===== src/sv/assert_macros.svh =====
// Assertion macros used by the back part of the neighbor cell search block.
`ifndef ASSERT_MACROS_SVH
`define ASSERT_MACROS_SVH

// Same-cycle implication, disabled while reset is asserted.
`define ASSERT_SAME(label, clk, rst_n, ante, cons) \
    label: assert property (@(posedge clk) disable iff (!rst_n) (ante) |-> (cons)) \
        else $error("assertion failed");

// Next-cycle implication, disabled while reset is asserted.
`define ASSERT_NEXT(label, clk, rst_n, ante, cons) \
    label: assert property (@(posedge clk) disable iff (!rst_n) (ante) |=> (cons)) \
        else $error("assertion failed");

`endif


===== src/sv/shnc_pkg.sv =====
// Package with types and constants of the spatial hash neighbor cell search.
`timescale 1ns / 1ps
`default_nettype none

package shnc_pkg;

    // Number of neighbor cells visited around a particle.
    localparam int NEIGHBOR_CELLS = 27;
    localparam int SEEN_IW = $clog2(NEIGHBOR_CELLS);

    // Hash primes, one per axis.
    localparam logic [31:0] HASH_PX = 32'd73856093;
    localparam logic [31:0] HASH_PY = 32'd19349663;
    localparam logic [31:0] HASH_PZ = 32'd83492791;

    // Remainder unit: bits retired per cycle and steps for a 32-bit hash.
    localparam int MOD_BITS = 4;
    localparam int MOD_CYCLES = 32 / MOD_BITS;

    // Depth of the queue between front and back.
    localparam int QUEUE_DEPTH = 2;

    // Configuration register indexes.
    typedef enum logic [0:0] {
        REG_INV_CELL_SIZE = 1'b0,
        REG_TABLE_CELLS   = 1'b1
    } reg_index_t;

    // Item passed from front to back.
    typedef struct packed {
        logic signed [31:0] ci;
        logic signed [31:0] cj;
        logic signed [31:0] ck;
        logic               unchanged;
    } cell_item_t;

    // Queue status seen by both sides.
    typedef struct packed {
        logic full;
        logic empty;
    } queue_status_t;

    typedef enum logic [1:0] {
        F_IDLE,
        F_MUL,
        F_PUSH
    } front_state_t;

    typedef enum logic [2:0] {
        B_IDLE,
        B_HASH,
        B_MOD,
        B_DEDUP,
        B_EMIT,
        B_UNCH
    } back_state_t;

    // Neighbor offset code 0, 1, 2 stands for -1, 0, +1.
    function automatic logic [31:0] offset_of(input logic [1:0] code);
        logic [31:0] off;
        off = 32'd0;
        unique case (code)
            2'd0:    off = 32'hFFFF_FFFF;
            2'd1:    off = 32'd0;
            2'd2:    off = 32'd1;
            default: off = 32'd0;
        endcase
        return off;
    endfunction

endpackage

`default_nettype wire


===== src/sv/shnc_queue.sv =====
// Short queue that decouples the cell computation from the key enumeration.
`timescale 1ns / 1ps
`default_nettype none

module shnc_queue (
    input  wire                  clk,
    input  wire                  rst_n,
    input  wire                  push,
    input  shnc_pkg::cell_item_t push_data,
    input  wire                  pop,
    output shnc_pkg::cell_item_t pop_data,
    output shnc_pkg::queue_status_t status
);

    localparam int PW = $clog2(shnc_pkg::QUEUE_DEPTH);
    localparam int CW = $clog2(shnc_pkg::QUEUE_DEPTH + 1);

    shnc_pkg::cell_item_t mem_reg [shnc_pkg::QUEUE_DEPTH];
    logic [PW-1:0] wr_ptr_reg, wr_ptr_next;
    logic [PW-1:0] rd_ptr_reg, rd_ptr_next;
    logic [CW-1:0] count_reg, count_next;

    // Pointer and count update.
    always_comb
    begin
        wr_ptr_next = wr_ptr_reg;
        rd_ptr_next = rd_ptr_reg;
        count_next  = count_reg;
        if (push)
        begin
            wr_ptr_next = (wr_ptr_reg == PW'(shnc_pkg::QUEUE_DEPTH - 1)) ? '0
                          : wr_ptr_reg + PW'(1);
        end
        if (pop)
        begin
            rd_ptr_next = (rd_ptr_reg == PW'(shnc_pkg::QUEUE_DEPTH - 1)) ? '0
                          : rd_ptr_reg + PW'(1);
        end
        if (push && !pop)
        begin
            count_next = count_reg + CW'(1);
        end
        else if (pop && !push)
        begin
            count_next = count_reg - CW'(1);
        end
    end

    always_ff @(posedge clk or negedge rst_n)
    begin
        if (!rst_n)
        begin
            wr_ptr_reg <= '0;
            rd_ptr_reg <= '0;
            count_reg  <= '0;
        end
        else
        begin
            wr_ptr_reg <= wr_ptr_next;
            rd_ptr_reg <= rd_ptr_next;
            count_reg  <= count_next;
        end
    end

    // Storage.
    always_ff @(posedge clk)
    begin
        if (push)
        begin
            mem_reg[wr_ptr_reg] <= push_data;
        end
    end

    assign pop_data     = mem_reg[rd_ptr_reg];
    assign status.full  = (count_reg == CW'(shnc_pkg::QUEUE_DEPTH));
    assign status.empty = (count_reg == '0);

endmodule

`default_nettype wire


===== config.mk =====
export PLATFORM = sky130hd
export DESIGN_NAME = shnc_queue
export DESIGN_NICKNAME = d
export VERILOG_FILES = /design/src/sv/assert_macros.svh /design/src/sv/shnc_pkg.sv /design/src/sv/shnc_queue.sv
export SDC_FILE = /design/constraint.sdc
export NUM_CORES = 1
export LEC_CHECK = 0
export BUFFER_PORTS_ARGS = -buffer_cell sky130_fd_sc_hd__clkbuf_2
export CORE_MARGIN = 1.5
export CORE_UTILIZATION = 52
export CTS_CLUSTER_DIAMETER = 40
export DETAILED_ROUTE_END_ITERATION = 6
export PLACE_DENSITY = 0.79
export SKIP_LAST_GASP = 1
export SYNTH_ARGS = -nofsm -noshare
export SYNTH_HDL_FRONTEND = slang
export SYNTH_SLANG_ARGS = --single-unit

===== constraint.sdc =====
create_clock -name clk -period 6.1 [get_ports clk]
set_input_delay 1.22 -clock clk [delete_from_list [all_inputs] [get_ports clk]]
set_output_delay 1.22 -clock clk [all_outputs]
set_load 0.05 [all_outputs]

==> flow_summary.ini <==
[flow_run]
max-cap-violations = 0

[sta]
fin_crit_sh_pct = 64.3
drv_slew = 0
rsz0062_at_grt = false
final.setup_skew_ns = 0.00868
finalHoldViolCount = 0
clock.fmax_mhz = 255
min_period_ns = 3.92
setup_tns_ns = 0
max-slew-margin-rel_pct = 49.1
finalSetupViolCount = 0
tightestPinTransition_ns = 0.763

[worst_setup_path]
arrival_ns = 2.70
path_class = register to primary output
r2r_cells = 2
r2r-start = wr_ptr_reg$_DFFE_PN0P_
critPathMaxFanout = 57
path_cells = buf_4 > mux2_2 > clkbuf_2
cp_slowest_cell = dfrtp_4
endpoint_kind = primary output
reg2reg_to = mem_reg[1][70]$_DFFE_PP_
worstPathRequired_ns = 4.88
ff2ff_setup_slack_ns = 3.98
start_kind = register
critPathMaxStageDelay_ns = 0.93

[synthesis]
yosys_warnings = 0
synth.distinct_cells = 13
syn-cell-area_mm2 = 0.00726
netlist_instances = 318
yosysTopAreaCell = edfxtp_1
yosysMostFrequentCell = edfxtp_1
synth-seq-cells = 198
async_flop_share_pct = 2.02
synth-edff-count = 194
synth_area_leaders = edfxtp_1 (80%), mux2_2 (12%), mux2_4 (4.1%), dfrtp_1 (1.4%), buf_6 (0.62%)
ys.flop_type = edfxtp_1
yosysSeqAreaShare_pct = 81.6
syn-num-nets = 420
syn_area_per_cell_um2 = 22.8
yosys-top-cells-count = edfxtp_1 (194), mux2_2 (77), mux2_4 (20), buf_2 (7)
synth_top_area_share_pct = 80.2

[finish]
largest_reg_flops = 194
num_antenna_cells = 0
drive_gt1_share_pct = 60.6
fill_cells = 925
final_cells = 717
synthToLayoutAreaGrowth_pct = 24.1
final_nets = 631

[pwr]
ir_drop_mv = 0.437
leakagePower_nw = 3.51
powerDensity_mw_per_mm2 = 552

[die]
core-area_mm2 = 0.0135
rows = 42
die_w_um = 121
io_pins = 200
initial_core_util_pct = 54.0
dieArea_mm2 = 0.0147
die_h_um = 121

[route]
vias = 3586
postRouteAntennaNets = 0
firstDrtPassIters = 4
drt_iter0_markers = 212
post_drt_wl_per_cell_um = 17.0
wl_mm = 12.2
vias_per_cell = 5.00
drc_errors = 0

[cts]
post_cts_buffers = 0
cts_hold_buf = 0
ctsResizeCount = 0
clk_pin_slew_ns = 0.07
clkLatencyLatePin_ns = 0.42
clock-sinks = 198
cts_tree = built
h-tree-depth = 4
cts.path.max_buffers = 2
cts-root-buf = clkbuf_16
cts_buffers = 17

[placed_design]
gp_congestion = 0.708
hpwl_mm = 8.14
place.port_buffers = 199
post-place-cells = 686

[global_route]
grt_pass1_wl_mm = 18.2
grt_overflow = 0
track_usage_pct = 16.9
grt_pass1_vias = 3672
antenna_found_initial = 0
grt_max_degree = 58

[hold_path]
min_to = count_reg[1]$_DFFE_PN0P_
min-delay-start = count_reg[1]$_DFFE_PN0P_
whs_path_depth = 1
min_path_type = register to register

[status]
outcome = completed
[where the power goes]
| part | internal [mW] | total (mW) | switching [mW] |
|---|---|---|---|
| combinational | 0.549 | 1.95 | 1.40 |
| sequential | 1.81 | 1.94 | 0.136 |
| clock | 0.640 | 1.08 | 0.439 |
| total | 3.00 | 4.97 | 1.98 |
[logic make-up (layout without fill, tap and decap cells)]
| kind of cell | after synthesis | in the layout | share of synthesized area (%) |
|---|---|---|---|
| xor+xnor | 5 | 5 | 0.603 |
| fa+ha+maj | 1 | 1 | 0.172 |
| buf+inv | 12 | 235 | 1.15 |
| flops | 198 | 198 | 81.6 |
| mux | 97 | 97 | 16.1 |
| simple gates | 5 | 5 | 0.362 |
[critical path: cells and delay by family, from the launching register on]
family | cells | cell delay (ns)
mux | 1 | 0.42
buf+inv | 2 | 0.88
flops | 1 | 0.93
[worst max path at each step]
stage	startpoint	end	slack [ns]	cells after the start
finish	rd_ptr_reg$_DFFE_PN0P_	pop_data[93]	2.18	3
global route	rd_ptr_reg$_DFFE_PN0P_	pop_data[93]	2.02	3
CTS	rd_ptr_reg$_DFFE_PN0P_	pop_data[35]	2.12	3
detailed placement	rd_ptr_reg$_DFFE_PN0P_	pop_data[35]	2.59	3
global placement	rd_ptr_reg$_DFFE_PN0P_	pop_data[0]	2.63	3
floorplan	push	mem_reg[0][0]$_DFFE_PP_	0.09	1
[through the flow]
step	worst slack [ns]	instance area, µm²	utilization [%]	hold slack, ns	power (mW)
3_5_place_dp	2.59	8440	62.7	0.516	3.95
6_report	2.18	9010	67.0	0.531	4.97
4_1_cts	2.12	9010	67.0	0.534	5.02
5_1_grt	2.02	9010	67.0	0.542	5.16
2_1_floorplan	0.0908	7260	-	0.455	3.58
3_3_place_gp	2.63	8440	62.7	0.483	3.92
[cells in the final DEF, fill, tap and decap left out, types with 2 or more instances in the layout]
cell,synthesis,routed
buf_4,0,4
bufinv_16,0,3
clkbuf_1,0,4
clkbuf_16,0,17
clkbuf_2,0,199
clkinv_1,0,2
clkinv_2,0,3
dfrtp_1,4,3
edfxtp_1,194,194
mux2_2,77,77
mux2_4,20,20
nor2_1,2,2
xor2_1,4,4
[routing by layer]
| metal | global-route usage [%] | part of all wire [%] |
|---|---|---|
| met1 | 21.4 | 41 |
| met2 | 27.3 | 50 |
| met3 | 6.20 | 7.6 |
| met4 | 5.81 | 1.2 |
| met5 | 0 | 0 |
[cell type report]
cell class              count  area, µm²  area share, %
repair buffers            203       1030           11.4
multi-input cells         108       1260           14.0
flip-flops and latches    198       5930           65.8
inverters                   1       3.75         0.0417
clock buffers              21        440           4.89
well taps                 176        220           2.44
clock inverters            10        130           1.44
Power figures use the tool's default switching activity.
