## src/sv/assert_macros.svh

```systemverilog
// Assertion macros used by the back part of the neighbor cell search block.
`ifndef ASSERT_MACROS_SVH
`define ASSERT_MACROS_SVH

// Same-cycle implication, disabled while reset is asserted.
`define ASSERT_SAME(label, clk, rst_n, ante, cons) \
    label: assert property (@(posedge clk) disable iff (!rst_n) (ante) |-> (cons)) \
        else $error("assertion failed");

// Next-cycle implication, disabled while reset is asserted.
`define ASSERT_NEXT(label, clk, rst_n, ante, cons) \
    label: assert property (@(posedge clk) disable iff (!rst_n) (ante) |=> (cons)) \
        else $error("assertion failed");

`endif

```

## src/sv/shnc_pkg.sv

```systemverilog
// Package with types and constants of the spatial hash neighbor cell search.
`timescale 1ns / 1ps
`default_nettype none

package shnc_pkg;

    // Number of neighbor cells visited around a particle.
    localparam int NEIGHBOR_CELLS = 27;
    localparam int SEEN_IW = $clog2(NEIGHBOR_CELLS);

    // Hash primes, one per axis.
    localparam logic [31:0] HASH_PX = 32'd73856093;
    localparam logic [31:0] HASH_PY = 32'd19349663;
    localparam logic [31:0] HASH_PZ = 32'd83492791;

    // Remainder unit: bits retired per cycle and steps for a 32-bit hash.
    localparam int MOD_BITS = 4;
    localparam int MOD_CYCLES = 32 / MOD_BITS;

    // Depth of the queue between front and back.
    localparam int QUEUE_DEPTH = 2;

    // Configuration register indexes.
    typedef enum logic [0:0] {
        REG_INV_CELL_SIZE = 1'b0,
        REG_TABLE_CELLS   = 1'b1
    } reg_index_t;

    // Item passed from front to back.
    typedef struct packed {
        logic signed [31:0] ci;
        logic signed [31:0] cj;
        logic signed [31:0] ck;
        logic               unchanged;
    } cell_item_t;

    // Queue status seen by both sides.
    typedef struct packed {
        logic full;
        logic empty;
    } queue_status_t;

    typedef enum logic [1:0] {
        F_IDLE,
        F_MUL,
        F_PUSH
    } front_state_t;

    typedef enum logic [2:0] {
        B_IDLE,
        B_HASH,
        B_MOD,
        B_DEDUP,
        B_EMIT,
        B_UNCH
    } back_state_t;

    // Neighbor offset code 0, 1, 2 stands for -1, 0, +1.
    function automatic logic [31:0] offset_of(input logic [1:0] code);
        logic [31:0] off;
        off = 32'd0;
        unique case (code)
            2'd0:    off = 32'hFFFF_FFFF;
            2'd1:    off = 32'd0;
            2'd2:    off = 32'd1;
            default: off = 32'd0;
        endcase
        return off;
    endfunction

endpackage

`default_nettype wire

```

## src/sv/shnc_front.sv

```systemverilog
// Front part: accepts a particle, computes its grid cell and classifies it.
`timescale 1ns / 1ps
`default_nettype none

module shnc_front (
    input  wire                    clk,
    input  wire                    rst_n,
    input  wire                    in_valid,
    output logic                   in_ready,
    input  wire signed [31:0]      pos_x,
    input  wire signed [31:0]      pos_y,
    input  wire signed [31:0]      pos_z,
    input  wire signed [31:0]      prev_i,
    input  wire signed [31:0]      prev_j,
    input  wire signed [31:0]      prev_k,
    input  wire [31:0]             inv_cell_size,
    input  shnc_pkg::queue_status_t q_status,
    output logic                   q_push,
    output shnc_pkg::cell_item_t   q_data
);

    shnc_pkg::front_state_t state_reg, state_next;
    logic [1:0]         axis_reg;
    logic signed [31:0] pos_reg  [3];
    logic signed [31:0] prev_reg [3];
    logic signed [31:0] cell_reg [3];
    logic signed [32:0] mul_a;
    logic signed [32:0] mul_b;
    logic signed [65:0] product;
    logic               accept;

    // Next state.
    always_comb
    begin
        state_next = state_reg;
        unique case (state_reg)
            shnc_pkg::F_IDLE:
            begin
                if (in_valid)
                begin
                    state_next = shnc_pkg::F_MUL;
                end
            end
            shnc_pkg::F_MUL:
            begin
                if (axis_reg == 2'd2)
                begin
                    state_next = shnc_pkg::F_PUSH;
                end
            end
            shnc_pkg::F_PUSH:
            begin
                if (!q_status.full)
                begin
                    state_next = shnc_pkg::F_IDLE;
                end
            end
            default: state_next = shnc_pkg::F_IDLE;
        endcase
    end

    // Handshake outputs.
    always_comb
    begin
        in_ready = 1'b0;
        q_push   = 1'b0;
        unique case (state_reg)
            shnc_pkg::F_IDLE: in_ready = 1'b1;
            shnc_pkg::F_MUL:  in_ready = 1'b0;
            shnc_pkg::F_PUSH: q_push   = !q_status.full;
            default:          in_ready = 1'b0;
        endcase
    end

    assign accept = in_valid && in_ready;

    always_ff @(posedge clk or negedge rst_n)
    begin
        if (!rst_n)
        begin
            state_reg <= shnc_pkg::F_IDLE;
            axis_reg  <= 2'd0;
        end
        else
        begin
            state_reg <= state_next;
            if (accept)
            begin
                axis_reg <= 2'd0;
            end
            else if (state_reg == shnc_pkg::F_MUL)
            begin
                axis_reg <= axis_reg + 2'd1;
            end
        end
    end

    // One shared signed-by-unsigned multiplier, one axis per cycle.
    // The cell is the floor of the Q32.32 product, i.e. its upper word.
    assign mul_a   = {pos_reg[axis_reg][31], pos_reg[axis_reg]};
    assign mul_b   = {1'b0, inv_cell_size};
    assign product = mul_a * mul_b;

    always_ff @(posedge clk)
    begin
        if (accept)
        begin
            pos_reg[0]  <= pos_x;
            pos_reg[1]  <= pos_y;
            pos_reg[2]  <= pos_z;
            prev_reg[0] <= prev_i;
            prev_reg[1] <= prev_j;
            prev_reg[2] <= prev_k;
        end
        if (state_reg == shnc_pkg::F_MUL)
        begin
            cell_reg[axis_reg] <= product[63:32];
        end
    end

    // Item for the back part, with the unchanged classification.
    assign q_data.ci        = cell_reg[0];
    assign q_data.cj        = cell_reg[1];
    assign q_data.ck        = cell_reg[2];
    assign q_data.unchanged = (cell_reg[0] == prev_reg[0]) &&
                              (cell_reg[1] == prev_reg[1]) &&
                              (cell_reg[2] == prev_reg[2]);

endmodule

`default_nettype wire

```

## config.mk

```make
export PLATFORM = sky130hd
export DESIGN_NAME = shnc_front
export DESIGN_NICKNAME = d
export VERILOG_FILES = /design/src/sv/assert_macros.svh /design/src/sv/shnc_pkg.sv /design/src/sv/shnc_front.sv
export SDC_FILE = /design/constraint.sdc
export NUM_CORES = 2
export LEC_CHECK = 0
export BUFFER_PORTS_ARGS = -buffer_cell sky130_fd_sc_hd__buf_2
export CAP_MARGIN = 20
export CORE_UTILIZATION = 64
export DETAILED_ROUTE_END_ITERATION = 10
export MAX_ROUTING_LAYER = met4
export PLACE_DENSITY = 0.84
export SYNTH_ARGS = -nofsm -noshare
export SYNTH_HDL_FRONTEND = slang
export SYNTH_SLANG_ARGS = --single-unit
```

## constraint.sdc

```tcl
create_clock -name clk -period 9.35 [get_ports clk]
set_input_delay 0.935 -clock clk [delete_from_list [all_inputs] [get_ports clk]]
set_output_delay 0.935 -clock clk [all_outputs]
set_load 0.005 [all_outputs]
```

==> impl_metrics.xml <==
<?xml version="1.0" encoding="UTF-8"?>
<metrics>
  <group name="outcome">
    <metric name="outcome" unit="">finished with violations</metric>
    <metric name="violations_in_the_final_reports" unit="">DRC</metric>
  </group>
  <group name="clock_tree">
    <metric name="cts-htree-levels" unit="">1</metric>
    <metric name="clock_tree.buffer_depth" unit="">3</metric>
    <metric name="cts.sinks" unit="">292</metric>
    <metric name="numCtsBuffers" unit="">21</metric>
    <metric name="cts.reportedPaths.clkPinSlew" unit="ns">0.08</metric>
    <metric name="root_buffer_cell" unit="">clkbuf_16</metric>
    <metric name="hold_buffers" unit="">0</metric>
    <metric name="clk_latency" unit="ns">0.53</metric>
    <metric name="tritoncts_clock_tree" unit="">built</metric>
  </group>
  <group name="sta">
    <metric name="fin_tns_setup" unit="ns">0</metric>
    <metric name="final_setup_vio_count" unit="">0</metric>
    <metric name="final-max-slew-violation-count" unit="">0</metric>
    <metric name="report.final.hold_viol_count" unit="">0</metric>
    <metric name="clock_skew" unit="ns">0.0189</metric>
    <metric name="rsz0062_at_grt" unit="">no</metric>
    <metric name="finalHoldWorstSlack" unit="ns">0.206</metric>
    <metric name="post-route-period-util" unit="%">97.7</metric>
    <metric name="period_needed" unit="ns">9.14</metric>
    <metric name="maximum_clock_frequency" unit="MHz">109</metric>
    <metric name="worst-slew-pin-transition" unit="ns">1.07</metric>
    <metric name="slew_headroom" unit="%">28.4</metric>
  </group>
  <group name="critical_path">
    <metric name="crit_chain" unit="">buf_12, mux2i_1, o21ai_2, buf_4, buf_4, nand2_1, fa_1, inv_1, fa_1, fa_1, fa_1, fa_1, fa_1, fa_1, ha_1, ha_1, and3_1, nand3_1, nor4_1, o21ai_1, nand3b_1, a21oi_2, o21ai_0, xor2_1</metric>
    <metric name="critical_path_peak_fanout" unit="">22</metric>
    <metric name="timing_worst_setup_path_type" unit="">reg -&gt; reg</metric>
    <metric name="worst_setup_path_end_kind" unit="">register</metric>
    <metric name="ff2ff_path_depth" unit="">24</metric>
    <metric name="critical_path.reg2reg.endpoint" unit="">cell_reg[0][23]</metric>
    <metric name="setup.reg_to_reg.worst_slack" unit="ns">0.21</metric>
    <metric name="crit-reg2reg-launch" unit="">axis_reg[0]</metric>
    <metric name="worstPathArrival" unit="ns">9.40</metric>
    <metric name="critical-path-slowest-cell" unit="">dfrtp_4</metric>
    <metric name="crit_path_start_kind" unit="">register</metric>
    <metric name="required" unit="ns">9.61</metric>
    <metric name="cpMostUsedCell" unit="">fa_1</metric>
    <metric name="critical-path-max-stage-delay" unit="ns">0.65</metric>
  </group>
  <group name="min_path">
    <metric name="hp-class" unit="">in -&gt; async</metric>
  </group>
  <group name="floorplanning">
    <metric name="num_io_pins" unit="">328</metric>
    <metric name="die_area" unit="mm2">0.0701</metric>
    <metric name="die_width" unit="um">265</metric>
    <metric name="std_cell_rows" unit="">95</metric>
    <metric name="coreArea" unit="mm2">0.0678</metric>
    <metric name="height_of_the_die" unit="um">265</metric>
    <metric name="start_util" unit="%">65.3</metric>
  </group>
  <group name="cells_and_area">
    <metric name="fillers" unit="">4729</metric>
    <metric name="regArea" unit="mm2">0.00875</metric>
    <metric name="utilization" unit="%">70.7</metric>
    <metric name="layout.nets" unit="">5899</metric>
    <metric name="syn2layout_area_growth" unit="%">8.41</metric>
    <metric name="finish.cell_count_without_fillers" unit="">5394</metric>
    <metric name="area_used_by_multi_input_combinational_logic" unit="mm2">0.0314</metric>
    <metric name="post_route_cells_drive_above_1_share" unit="%">11.6</metric>
  </group>
  <group name="drt">
    <metric name="drc" unit="">2</metric>
    <metric name="drtAntennaViolNets" unit="">0</metric>
    <metric name="route.vias.total" unit="">31700</metric>
    <metric name="viasPerCell" unit="">5.88</metric>
    <metric name="firstDrtPassIters" unit="">9</metric>
    <metric name="routed_wl" unit="um">121000</metric>
    <metric name="avgRoutedWirePerCell" unit="um">22.5</metric>
    <metric name="detailedRoute.firstIterationViolations" unit="">2809</metric>
  </group>
  <group name="synth">
    <metric name="post_synth_main_area_contributors" unit="">fa_1, edfxtp_1, ha_1, inv_1, and2_1</metric>
    <metric name="synth_fp_nets" unit="">5666</metric>
    <metric name="cell_area_after_technology_mapping" unit="mm2">0.0442</metric>
    <metric name="syn_avg_cell_area" unit="um2">10.4</metric>
    <metric name="synth_enable_flop_cells" unit="">288</metric>
    <metric name="postSynthCellCount" unit="">4251</metric>
    <metric name="sequential_element_share_of_the_synthesized_area" unit="%">19.8</metric>
    <metric name="yosys_top_cell_area_share" unit="%">40.6</metric>
    <metric name="synth_largest_area_cell" unit="">fa_1</metric>
    <metric name="synth.lib_cells_used.distinct" unit="">72</metric>
    <metric name="netlist_top_cells_count" unit="">inv_1, fa_1, and2_1</metric>
    <metric name="asyncSetResetFlopFracSynth" unit="%">1.37</metric>
    <metric name="ys.flop_type" unit="">edfxtp_1</metric>
    <metric name="yosys_warnings" unit="">0</metric>
    <metric name="synthMostInstantiatedCell" unit="">inv_1</metric>
    <metric name="yosys_register_bits" unit="">292</metric>
  </group>
  <group name="placement">
    <metric name="finalWeightedCongestion" unit="">0.971</metric>
    <metric name="dp_hpwl" unit="um">94100</metric>
    <metric name="port-buffer-count" unit="">326</metric>
    <metric name="dpl.cell_count" unit="">5333</metric>
  </group>
  <group name="job">
    <metric name="drv.max_cap_violation_count" unit="">0</metric>
  </group>
  <group name="global_routing">
    <metric name="grt_max_degree" unit="">80</metric>
    <metric name="grt_util_all_layers" unit="%">37.1</metric>
    <metric name="grt_overflow_total" unit="">0</metric>
    <metric name="first_global_vias" unit="">34800</metric>
    <metric name="antenna_found_initial" unit="">19</metric>
    <metric name="grt_pass1_wl" unit="um">190000</metric>
  </group>
</metrics>
==> cells in the final DEF (no fill, tap or decap), types with 60 or more instances in the layout <==
master	instances
buf_4	81
and2_1	481
ha_1	290
edfxtp_1	288
inv_1	911
nor2b_1	176
a21oi_1	60
fa_1	896
nand2_1	407
buf_2	326
xor2_1	72
==> layer usage <==
layer  vias up  GRT usage [%]  wire (um)
met3       521           6.10      10600
li1      13300              -          -
met1     16100           44.1      41900
met5         -              -          0
met2      1771           61.1      61200
met4         0           19.1       7510
==> timing repair <==
action / CTS / global route
buffers inserted: 0 / 0
endpoints found under the setup margin: 0 / 30
resized for setup: 0 / 3
==> critical path: cells and delay by family, from the launching register on <==
kind	cells	cell delay [ns]
and+or+nand+nor	5	1.42
muxes	1	0.13
xor gates and xnor gates	1	0.46
adders and majority gates	9	4.29
DFF	1	0.65
buffers and inverters	4	0.84
AOI/OAI and AO/OA	4	1.02
==> final cells by class <==
cell class	instances	area share (%)
repair buffers	423	5.34
clock buffers	29	1.20
diodes	22	0.115
flip-flops and latches	292	18.3
well taps	873	2.28
clock inverters	9	0.172
multi-input cells	2835	65.5
inverters	911	7.13
==> cells by family after synthesis <==
kind of cell | after synthesis | share of synthesized area, %
AND/OR/NAND/NOR | 1251 | 15.1
XOR/XNOR | 124 | 2.46
buffers and inverters | 1124 | 9.55
multiplexers | 34 | 0.812
adder cells (fa/ha/maj) | 1186 | 48.8
flip-flops | 292 | 19.8
AO/OA/AOI/OAI | 240 | 3.49
==> worst max path at each step <==
stage           startpoint         endpoint  slack (ns)  depth (start not counted)
3_3_place_gp   axis_reg[0]  cell_reg[2][31]        0.38                         23
3_5_place_dp   axis_reg[0]  cell_reg[0][23]        0.24                         22
6_report       axis_reg[0]  cell_reg[0][23]        0.21                         24
4_1_cts        axis_reg[0]  cell_reg[0][23]        0.19                         22
5_1_grt        axis_reg[1]  cell_reg[0][23]        0.04                         27
2_1_floorplan  axis_reg[0]  cell_reg[0][26]        1.01                         29
==> metrics by stage <==
step | instance area, um2 | worst slack (ns)
final | 47900 | 0.212
after global routing | 47900 | 0.0436
after CTS | 47800 | 0.190
after detailed placement | 47200 | 0.238
after global placement | 47200 | 0.381
after floorplan | 44200 | 1.01
Power is not shown: default switching activity piles up to over one toggle a cycle in this logic, so the estimate is an artifact.
