`src/sv/assert_macros.svh`:
```
// Assertion macros used by the back part of the neighbor cell search block.
`ifndef ASSERT_MACROS_SVH
`define ASSERT_MACROS_SVH

// Same-cycle implication, disabled while reset is asserted.
`define ASSERT_SAME(label, clk, rst_n, ante, cons) \
    label: assert property (@(posedge clk) disable iff (!rst_n) (ante) |-> (cons)) \
        else $error("assertion failed");

// Next-cycle implication, disabled while reset is asserted.
`define ASSERT_NEXT(label, clk, rst_n, ante, cons) \
    label: assert property (@(posedge clk) disable iff (!rst_n) (ante) |=> (cons)) \
        else $error("assertion failed");

`endif

```
`src/sv/shnc_pkg.sv`:
```
// Package with types and constants of the spatial hash neighbor cell search.
`timescale 1ns / 1ps
`default_nettype none

package shnc_pkg;

    // Number of neighbor cells visited around a particle.
    localparam int NEIGHBOR_CELLS = 27;
    localparam int SEEN_IW = $clog2(NEIGHBOR_CELLS);

    // Hash primes, one per axis.
    localparam logic [31:0] HASH_PX = 32'd73856093;
    localparam logic [31:0] HASH_PY = 32'd19349663;
    localparam logic [31:0] HASH_PZ = 32'd83492791;

    // Remainder unit: bits retired per cycle and steps for a 32-bit hash.
    localparam int MOD_BITS = 4;
    localparam int MOD_CYCLES = 32 / MOD_BITS;

    // Depth of the queue between front and back.
    localparam int QUEUE_DEPTH = 2;

    // Configuration register indexes.
    typedef enum logic [0:0] {
        REG_INV_CELL_SIZE = 1'b0,
        REG_TABLE_CELLS   = 1'b1
    } reg_index_t;

    // Item passed from front to back.
    typedef struct packed {
        logic signed [31:0] ci;
        logic signed [31:0] cj;
        logic signed [31:0] ck;
        logic               unchanged;
    } cell_item_t;

    // Queue status seen by both sides.
    typedef struct packed {
        logic full;
        logic empty;
    } queue_status_t;

    typedef enum logic [1:0] {
        F_IDLE,
        F_MUL,
        F_PUSH
    } front_state_t;

    typedef enum logic [2:0] {
        B_IDLE,
        B_HASH,
        B_MOD,
        B_DEDUP,
        B_EMIT,
        B_UNCH
    } back_state_t;

    // Neighbor offset code 0, 1, 2 stands for -1, 0, +1.
    function automatic logic [31:0] offset_of(input logic [1:0] code);
        logic [31:0] off;
        off = 32'd0;
        unique case (code)
            2'd0:    off = 32'hFFFF_FFFF;
            2'd1:    off = 32'd0;
            2'd2:    off = 32'd1;
            default: off = 32'd0;
        endcase
        return off;
    endfunction

endpackage

`default_nettype wire

```
`src/sv/shnc_back.sv`:
```
// Back part: hashes the 27 neighbor cells, drops repeated keys and emits results.
`timescale 1ns / 1ps
`default_nettype none
`include "assert_macros.svh"

module shnc_back #(
    parameter int KEY_WIDTH = 20
) (
    input  wire                     clk,
    input  wire                     rst_n,
    input  shnc_pkg::queue_status_t q_status,
    input  shnc_pkg::cell_item_t    q_data,
    output logic                    q_pop,
    input  wire [20:0]              table_cells,
    output logic                    out_valid,
    input  wire                     out_ready,
    output logic signed [31:0]      cell_i,
    output logic signed [31:0]      cell_j,
    output logic signed [31:0]      cell_k,
    output logic                    unchanged,
    output logic [KEY_WIDTH-1:0]    neighbor_key,
    output logic                    last_key
);

    localparam int MW  = KEY_WIDTH + 1;
    localparam int IW  = shnc_pkg::SEEN_IW;
    localparam int SCW = $clog2(shnc_pkg::MOD_CYCLES);

    shnc_pkg::back_state_t state_reg, state_next;
    shnc_pkg::cell_item_t  item_reg;
    logic [1:0]            dx_reg, dy_reg, dz_reg;
    logic [1:0]            hstep_reg;
    logic [SCW-1:0]        mstep_reg;
    logic [31:0]           hash_reg;
    logic [MW-1:0]         rem_reg;
    logic [KEY_WIDTH-1:0]  seen_reg [shnc_pkg::NEIGHBOR_CELLS];
    logic [IW-1:0]         count_reg;
    logic [IW-1:0]         idx_reg;
    logic                  out_valid_reg;
    logic signed [31:0]    out_ci_reg, out_cj_reg, out_ck_reg;
    logic                  out_unch_reg, out_last_reg;
    logic [KEY_WIDTH-1:0]  out_key_reg;

    logic [63:0]           tc_wide;
    logic [63:0]           lim_wide;
    logic [MW-1:0]         modulus;
    logic [31:0]           operand;
    logic [31:0]           prime;
    logic [31:0]           mul_low;
    logic [MW-1:0]         rem_next;
    logic [MW:0]           rem_shift;
    logic [KEY_WIDTH-1:0]  key;
    logic                  dup;
    logic                  last_cand;
    logic                  out_free;
    logic                  load_emit;
    logic                  load_unch;
    logic                  emit_last;

    // Effective modulus, clamped to the key range.
    assign tc_wide  = 64'(table_cells);
    assign lim_wide = 64'(1) << KEY_WIDTH;
    assign modulus  = (tc_wide > lim_wide) ? MW'(lim_wide) : MW'(tc_wide);

    assign last_cand = (dx_reg == 2'd2) && (dy_reg == 2'd2) && (dz_reg == 2'd2);
    assign out_free  = !out_valid_reg || out_ready;
    assign emit_last = (idx_reg == count_reg - IW'(1));

    // Next state.
    always_comb
    begin
        state_next = state_reg;
        unique case (state_reg)
            shnc_pkg::B_IDLE:
            begin
                if (!q_status.empty)
                begin
                    state_next = q_data.unchanged ? shnc_pkg::B_UNCH : shnc_pkg::B_HASH;
                end
            end
            shnc_pkg::B_HASH:
            begin
                if (hstep_reg == 2'd2)
                begin
                    state_next = shnc_pkg::B_MOD;
                end
            end
            shnc_pkg::B_MOD:
            begin
                if (mstep_reg == SCW'(shnc_pkg::MOD_CYCLES - 1))
                begin
                    state_next = shnc_pkg::B_DEDUP;
                end
            end
            shnc_pkg::B_DEDUP:
            begin
                state_next = last_cand ? shnc_pkg::B_EMIT : shnc_pkg::B_HASH;
            end
            shnc_pkg::B_EMIT:
            begin
                if (out_free && emit_last)
                begin
                    state_next = shnc_pkg::B_IDLE;
                end
            end
            shnc_pkg::B_UNCH:
            begin
                if (out_free)
                begin
                    state_next = shnc_pkg::B_IDLE;
                end
            end
            default: state_next = shnc_pkg::B_IDLE;
        endcase
    end

    // Control outputs of each state.
    always_comb
    begin
        q_pop     = 1'b0;
        load_emit = 1'b0;
        load_unch = 1'b0;
        unique case (state_reg)
            shnc_pkg::B_IDLE:  q_pop     = !q_status.empty;
            shnc_pkg::B_EMIT:  load_emit = out_free;
            shnc_pkg::B_UNCH:  load_unch = out_free;
            shnc_pkg::B_HASH,
            shnc_pkg::B_MOD,
            shnc_pkg::B_DEDUP: q_pop     = 1'b0;
            default:           q_pop     = 1'b0;
        endcase
    end

    // Hash: one multiplier, one axis per cycle, products folded by XOR.
    always_comb
    begin
        operand = 32'(item_reg.ci) + shnc_pkg::offset_of(dx_reg);
        prime   = shnc_pkg::HASH_PX;
        unique case (hstep_reg)
            2'd0:
            begin
                operand = 32'(item_reg.ci) + shnc_pkg::offset_of(dx_reg);
                prime   = shnc_pkg::HASH_PX;
            end
            2'd1:
            begin
                operand = 32'(item_reg.cj) + shnc_pkg::offset_of(dy_reg);
                prime   = shnc_pkg::HASH_PY;
            end
            2'd2:
            begin
                operand = 32'(item_reg.ck) + shnc_pkg::offset_of(dz_reg);
                prime   = shnc_pkg::HASH_PZ;
            end
            default:
            begin
                operand = 32'd0;
                prime   = 32'd0;
            end
        endcase
        mul_low = operand * prime;
    end

    // Restoring remainder, MOD_BITS bits of the hash per cycle, MSB first.
    always_comb
    begin
        rem_next  = rem_reg;
        rem_shift = '0;
        for (int b = 0; b < shnc_pkg::MOD_BITS; b++)
        begin
            rem_shift = {rem_next, hash_reg[31 - b]};
            if (rem_shift >= {1'b0, modulus})
            begin
                rem_shift = rem_shift - {1'b0, modulus};
            end
            rem_next = rem_shift[MW-1:0];
        end
    end

    // Key and compare against the keys already kept for this item.
    assign key = (modulus == '0) ? '0 : rem_reg[KEY_WIDTH-1:0];

    always_comb
    begin
        dup = 1'b0;
        for (int n = 0; n < shnc_pkg::NEIGHBOR_CELLS; n++)
        begin
            if ((IW'(n) < count_reg) && (seen_reg[n] == key))
            begin
                dup = 1'b1;
            end
        end
    end

    // Control registers.
    always_ff @(posedge clk or negedge rst_n)
    begin
        if (!rst_n)
        begin
            state_reg     <= shnc_pkg::B_IDLE;
            dx_reg        <= 2'd0;
            dy_reg        <= 2'd0;
            dz_reg        <= 2'd0;
            hstep_reg     <= 2'd0;
            mstep_reg     <= '0;
            count_reg     <= '0;
            idx_reg       <= '0;
            out_valid_reg <= 1'b0;
        end
        else
        begin
            state_reg <= state_next;
            if (q_pop)
            begin
                dx_reg    <= 2'd0;
                dy_reg    <= 2'd0;
                dz_reg    <= 2'd0;
                hstep_reg <= 2'd0;
                count_reg <= '0;
                idx_reg   <= '0;
            end
            if (state_reg == shnc_pkg::B_HASH)
            begin
                hstep_reg <= (hstep_reg == 2'd2) ? 2'd0 : hstep_reg + 2'd1;
                mstep_reg <= '0;
            end
            if (state_reg == shnc_pkg::B_MOD)
            begin
                mstep_reg <= mstep_reg + SCW'(1);
            end
            if (state_reg == shnc_pkg::B_DEDUP)
            begin
                if (!dup)
                begin
                    count_reg <= count_reg + IW'(1);
                end
                if (dz_reg != 2'd2)
                begin
                    dz_reg <= dz_reg + 2'd1;
                end
                else
                begin
                    dz_reg <= 2'd0;
                    if (dy_reg != 2'd2)
                    begin
                        dy_reg <= dy_reg + 2'd1;
                    end
                    else
                    begin
                        dy_reg <= 2'd0;
                        dx_reg <= dx_reg + 2'd1;
                    end
                end
            end
            if (load_emit)
            begin
                idx_reg <= idx_reg + IW'(1);
            end
            if (load_emit || load_unch)
            begin
                out_valid_reg <= 1'b1;
            end
            else if (out_ready)
            begin
                out_valid_reg <= 1'b0;
            end
        end
    end

    // Datapath registers.
    always_ff @(posedge clk)
    begin
        if (q_pop)
        begin
            item_reg <= q_data;
        end
        if (state_reg == shnc_pkg::B_HASH)
        begin
            hash_reg <= (hstep_reg == 2'd0) ? mul_low : (hash_reg ^ mul_low);
            rem_reg  <= '0;
        end
        if (state_reg == shnc_pkg::B_MOD)
        begin
            rem_reg  <= rem_next;
            hash_reg <= hash_reg << shnc_pkg::MOD_BITS;
        end
        if ((state_reg == shnc_pkg::B_DEDUP) && !dup)
        begin
            seen_reg[count_reg] <= key;
        end
        if (load_emit || load_unch)
        begin
            out_ci_reg   <= item_reg.ci;
            out_cj_reg   <= item_reg.cj;
            out_ck_reg   <= item_reg.ck;
            out_unch_reg <= load_unch;
            out_key_reg  <= load_unch ? '0 : seen_reg[idx_reg];
            out_last_reg <= load_unch || emit_last;
        end
    end

    assign out_valid    = out_valid_reg;
    assign cell_i       = out_ci_reg;
    assign cell_j       = out_cj_reg;
    assign cell_k       = out_ck_reg;
    assign unchanged    = out_unch_reg;
    assign neighbor_key = out_key_reg;
    assign last_key     = out_last_reg;

    // The kept key count never passes the neighbor count.
    `ASSERT_SAME(a_count_range, clk, rst_n, 1'b1,
                 count_reg <= IW'(shnc_pkg::NEIGHBOR_CELLS))
    // Emission only reads keys that were kept for this item.
    `ASSERT_SAME(a_emit_index, clk, rst_n, state_reg == shnc_pkg::B_EMIT,
                 idx_reg < count_reg)
    // An unchanged result is always the final one of its item.
    `ASSERT_SAME(a_unch_last, clk, rst_n, out_valid_reg && out_unch_reg,
                 out_last_reg)

endmodule

`default_nettype wire

```
`config.mk`:
```
export PLATFORM = sky130hd
export DESIGN_NAME = shnc_back
export DESIGN_NICKNAME = d
export VERILOG_FILES = /design/src/sv/shnc_pkg.sv /design/src/sv/shnc_back.sv
export VERILOG_INCLUDE_DIRS = /design/src /design/src/sv
export SDC_FILE = /design/constraint.sdc
export NUM_CORES = 2
export LEC_CHECK = 0
export BUFFER_PORTS_ARGS = -buffer_cell sky130_fd_sc_hd__buf_2
export CAP_MARGIN = 0
export CORE_MARGIN = 5
export CORE_UTILIZATION = 41
export DETAILED_ROUTE_END_ITERATION = 6
export GPL_ROUTABILITY_DRIVEN = 0
export MAX_ROUTING_LAYER = met4
export PLACE_DENSITY_LB_ADDON = 0.3
export SYNTH_ARGS = -nofsm -noshare
export SYNTH_HDL_FRONTEND = slang
export SYNTH_SLANG_ARGS = --single-unit
```
`constraint.sdc`:
```
create_clock -name clk -period 11.78 [get_ports clk]
set_input_delay 2.356 -clock clk [delete_from_list [all_inputs] [get_ports clk]]
set_output_delay 2.356 -clock clk [all_outputs]
set_load 0.01 [all_outputs]
```
==> flow_summary_export.csv <==
group,metric,value,unit
clock_tree,cts_hold_buf,0,
layout,largest_reg_flops,640,
logic_synthesis,synthMuxAreaShare,7.805,%
worst_setup_path,endpoint_kind,"flip-flop",
clock_tree,numCtsBuffers,101,
worst_setup_path,slowest_delay,0.53,ns
logic_synthesis,synth_top_area_cell,"edfxtp_1",
logic_synthesis,synth_top_family_by_area,"adder cells",
layout,area_delta_synth_final,15.72,%
worst_setup_path,critical_path_class,"input pin to flip-flop",
grt,grt_pass1_vias,54410,
worst_setup_path,cp-start-kind,"input pin",
clock_tree,h-tree-depth,3,
sta,setup_viol_count_final,21,
logic_synthesis,synth_simple_gate_area_share,10.26,%
floorplan,die_w,418.3,um
worst_setup_path,path_buf_inv,5,
layout,n_fill_cell,14680,
logic_synthesis,ys_ff_latch,932,
logic_synthesis,synth_edf_count,903,
layout,fin_nets,7321,
worst_setup_path,path_max_fanout,6,
layout,layout-drive-gt1-share,19.68,%
clock_tree,cts-root-buf,"clkbuf_16",
sta,worst_slew_pin_slew,1.431,ns
sta,hold_violations,0,
sta,min_period,12.67,ns
clock_tree,clk_pin_slew,0.06,ns
logic_synthesis,synth.most_common_cell,"edfxtp_1",
logic_synthesis,async_reset_ff_share,2.682,%
sta,slew_headroom,4.571,%
grt,grt_overflow_total,0,
floorplan,initial_core_util,41.34,%
route,vias,56470,
logic_synthesis,synthXorXnorAreaFrac,5.932,%
logic_synthesis,ys.flop_type,"edfxtp_1",
route,drc,4,
outcome,run_status,"finished with violations",
logic_synthesis,syn_area_per_cell,11.51,um2
route,routed_wl,265.4,mm
sta,max_freq,78.94,MHz
clock_tree,cts_tree,"yes",
placement,dp_slack,-2.260,ns
route,drtAntennaViolNets,0,
clock_tree,clock_path_buffers,3,
floorplan,die_h,418.3,um
clock_tree,clk_latency,0.82,ns
floorplan,coreArea,0.1654,mm2
outcome,violations,"DRC, setup timing",
worst_setup_path,crit_required,12.29,ns
floorplan,rows,149,
worst_setup_path,arrival,13.18,ns
worst_setup_path,cp_top_family,"compound AO/OA/AOI/OAI gates",
clock_tree,cts.sinks,932,
grt,grt_max_degree,137,
grt,grt_pass1_wl,376.7,mm
grt,grt_usage,30.35,%
sta,period_share,107.5,%
min_path,hold_class,"flip-flop to flip-flop",
logic_synthesis,synth_common_cells,"edfxtp_1, inv_1, fa_1",
logic_synthesis,synthDistinctLibCells,103,
worst_setup_path,critical-path-slowest-cell,"or4_4",
route,drt_iter0_markers,8817,
logic_synthesis,synth_area,0.06836,mm2
logic_synthesis,synth.top_cells.by_area,"edfxtp_1, fa_1, mux4_2, ha_1, xnor2_1",
floorplan,dieArea,0.1750,mm2
flow_run,cap_violations,0,
logic_synthesis,yosys.area_share.adder,17.42,%
sta,worst_slack,-0.8875,ns
route,vias_per_cell,6.419,
sta,rsz0062_at_grt,"yes",
logic_synthesis,yosysTopAreaCellShare,39.67,%
placement,port_buffers,241,
logic_synthesis,syn-num-nets,6771,
grt,grt_antenna_before_repair,32,
route,dr.pass1.iters,7,
sta,drv_slew,0,
logic_synthesis,yosysWarnings,0,
logic_synthesis,synth_compound_area_share,12.83,%
logic_synthesis,netlist_instances,5940,
placement,dp_hpwl,192.6,mm
sta,clock_skew,0.1143,ns
logic_synthesis,yosysSeqAreaShare,40.70,%
route,wl_per_cell,30.17,um
floorplan,io_pins,243,
==> metrics by stage <==
step / utilization, % / hold slack (ns) / cells / instance area, um2 / setup TNS, ns
6_report: 47.84 / 0.4605 / 8797 / 79110 / -17.52
2_1_floorplan: - / 0.4334 / 5940 / 68670 / -28.84
3_5_place_dp: 45.44 / 0.4489 / 8547 / 75130 / -43.61
5_1_grt: 47.83 / 0.4844 / 8790 / 79090 / -28.87
3_3_place_gp: 45.44 / 0.4490 / 8547 / 75130 / -37.01
4_1_cts: 47.67 / 0.4633 / 8758 / 78830 / -21.73
==> per-layer routing <==
layer	vias to the layer above	track usage, %	share of wire, %
li1	23260	-	-
met1	27830	36.90	36
met2	4267	43.59	43
met3	1108	10.03	14
met4	0	19.12	7.9
met5	-	-	0
==> cells in the final DEF, fill, tap and decap left out, types with 39 or more instances in the layout <==
| cell type | netlist | routed |
|---|---|---|
| edfxtp_1 | 903 | 903 |
| inv_1 | 610 | 603 |
| buf_4 | 3 | 481 |
| fa_1 | 406 | 403 |
| xnor2_1 | 343 | 343 |
| nand2_1 | 338 | 332 |
| nor2_1 | 338 | 305 |
| ha_1 | 302 | 294 |
| a21oi_1 | 297 | 280 |
| buf_2 | 31 | 238 |
| a31oi_1 | 203 | 203 |
| mux4_2 | 200 | 200 |
| o21ai_0 | 208 | 183 |
| o32ai_1 | 179 | 179 |
| nor4b_1 | 138 | 137 |
| xor2_1 | 103 | 103 |
| clkbuf_16 | 0 | 102 |
| nand3_1 | 92 | 91 |
| nor3_1 | 96 | 89 |
| a21o_1 | 74 | 73 |
| nand4_1 | 72 | 72 |
| nor2b_1 | 46 | 45 |
| o22ai_1 | 42 | 42 |
| mux2i_1 | 40 | 39 |
==> cells by family (layout without fill, tap and decap cells) <==
| logic type | Yosys count | in the layout |
|---|---|---|
| compound gates | 1315 | 1315 |
| flops | 932 | 932 |
| other cells | 0 | 32 |
| simple gates | 1347 | 1347 |
| mux | 278 | 278 |
| fa+ha+maj | 708 | 708 |
| xor+xnor | 453 | 453 |
| buf+inv | 907 | 1543 |
==> what timing repair did <==
action / 4_1_cts / 5_1_grt
endpoints found under the setup margin: 21 / 22
pin swaps: 42 / 36
gates resized for setup: 44 / 48
hold endpoints to repair: 0 / 0
gates cloned: 2 / 0
buffers inserted: 21 / 8
==> path summary, 6_finish.rpt <==
| kind | from | end | slack [ns] | depth (start not counted) |
|---|---|---|---|---|
| max | table_cells[19] | rem_reg[0] | -0.89 | 65 |
| max in group asynchronous | rst_n | idx_reg[4] | 9.70 | 1 |
| min in group asynchronous | rst_n | mstep_reg[2] | 1.62 | 1 |
| min reg2reg | item_reg[3] | cell_k[2] | 0.46 | 0 |
| min | item_reg[3] | cell_k[2] | 0.46 | 0 |
| max reg2reg | hash_reg[31] | rem_reg[0] | 0.41 | 62 |
==> layout make-up <==
cell class              count  area [um2]  area share, %
diodes                     32       80.08         0.1012
clock buffers             122        2636          3.332
clock inverters            67       710.7         0.8984
inverters                 620        2330          2.945
multi-input cells        4101       37720          47.68
flip-flops and latches    932       27830          35.18
well taps                2189        2739          3.462
repair buffers            734        5064          6.401
Power is left out: the tool's default activity adds up to more than one toggle a clock period on the data nets, which glitch-free logic cannot reach.
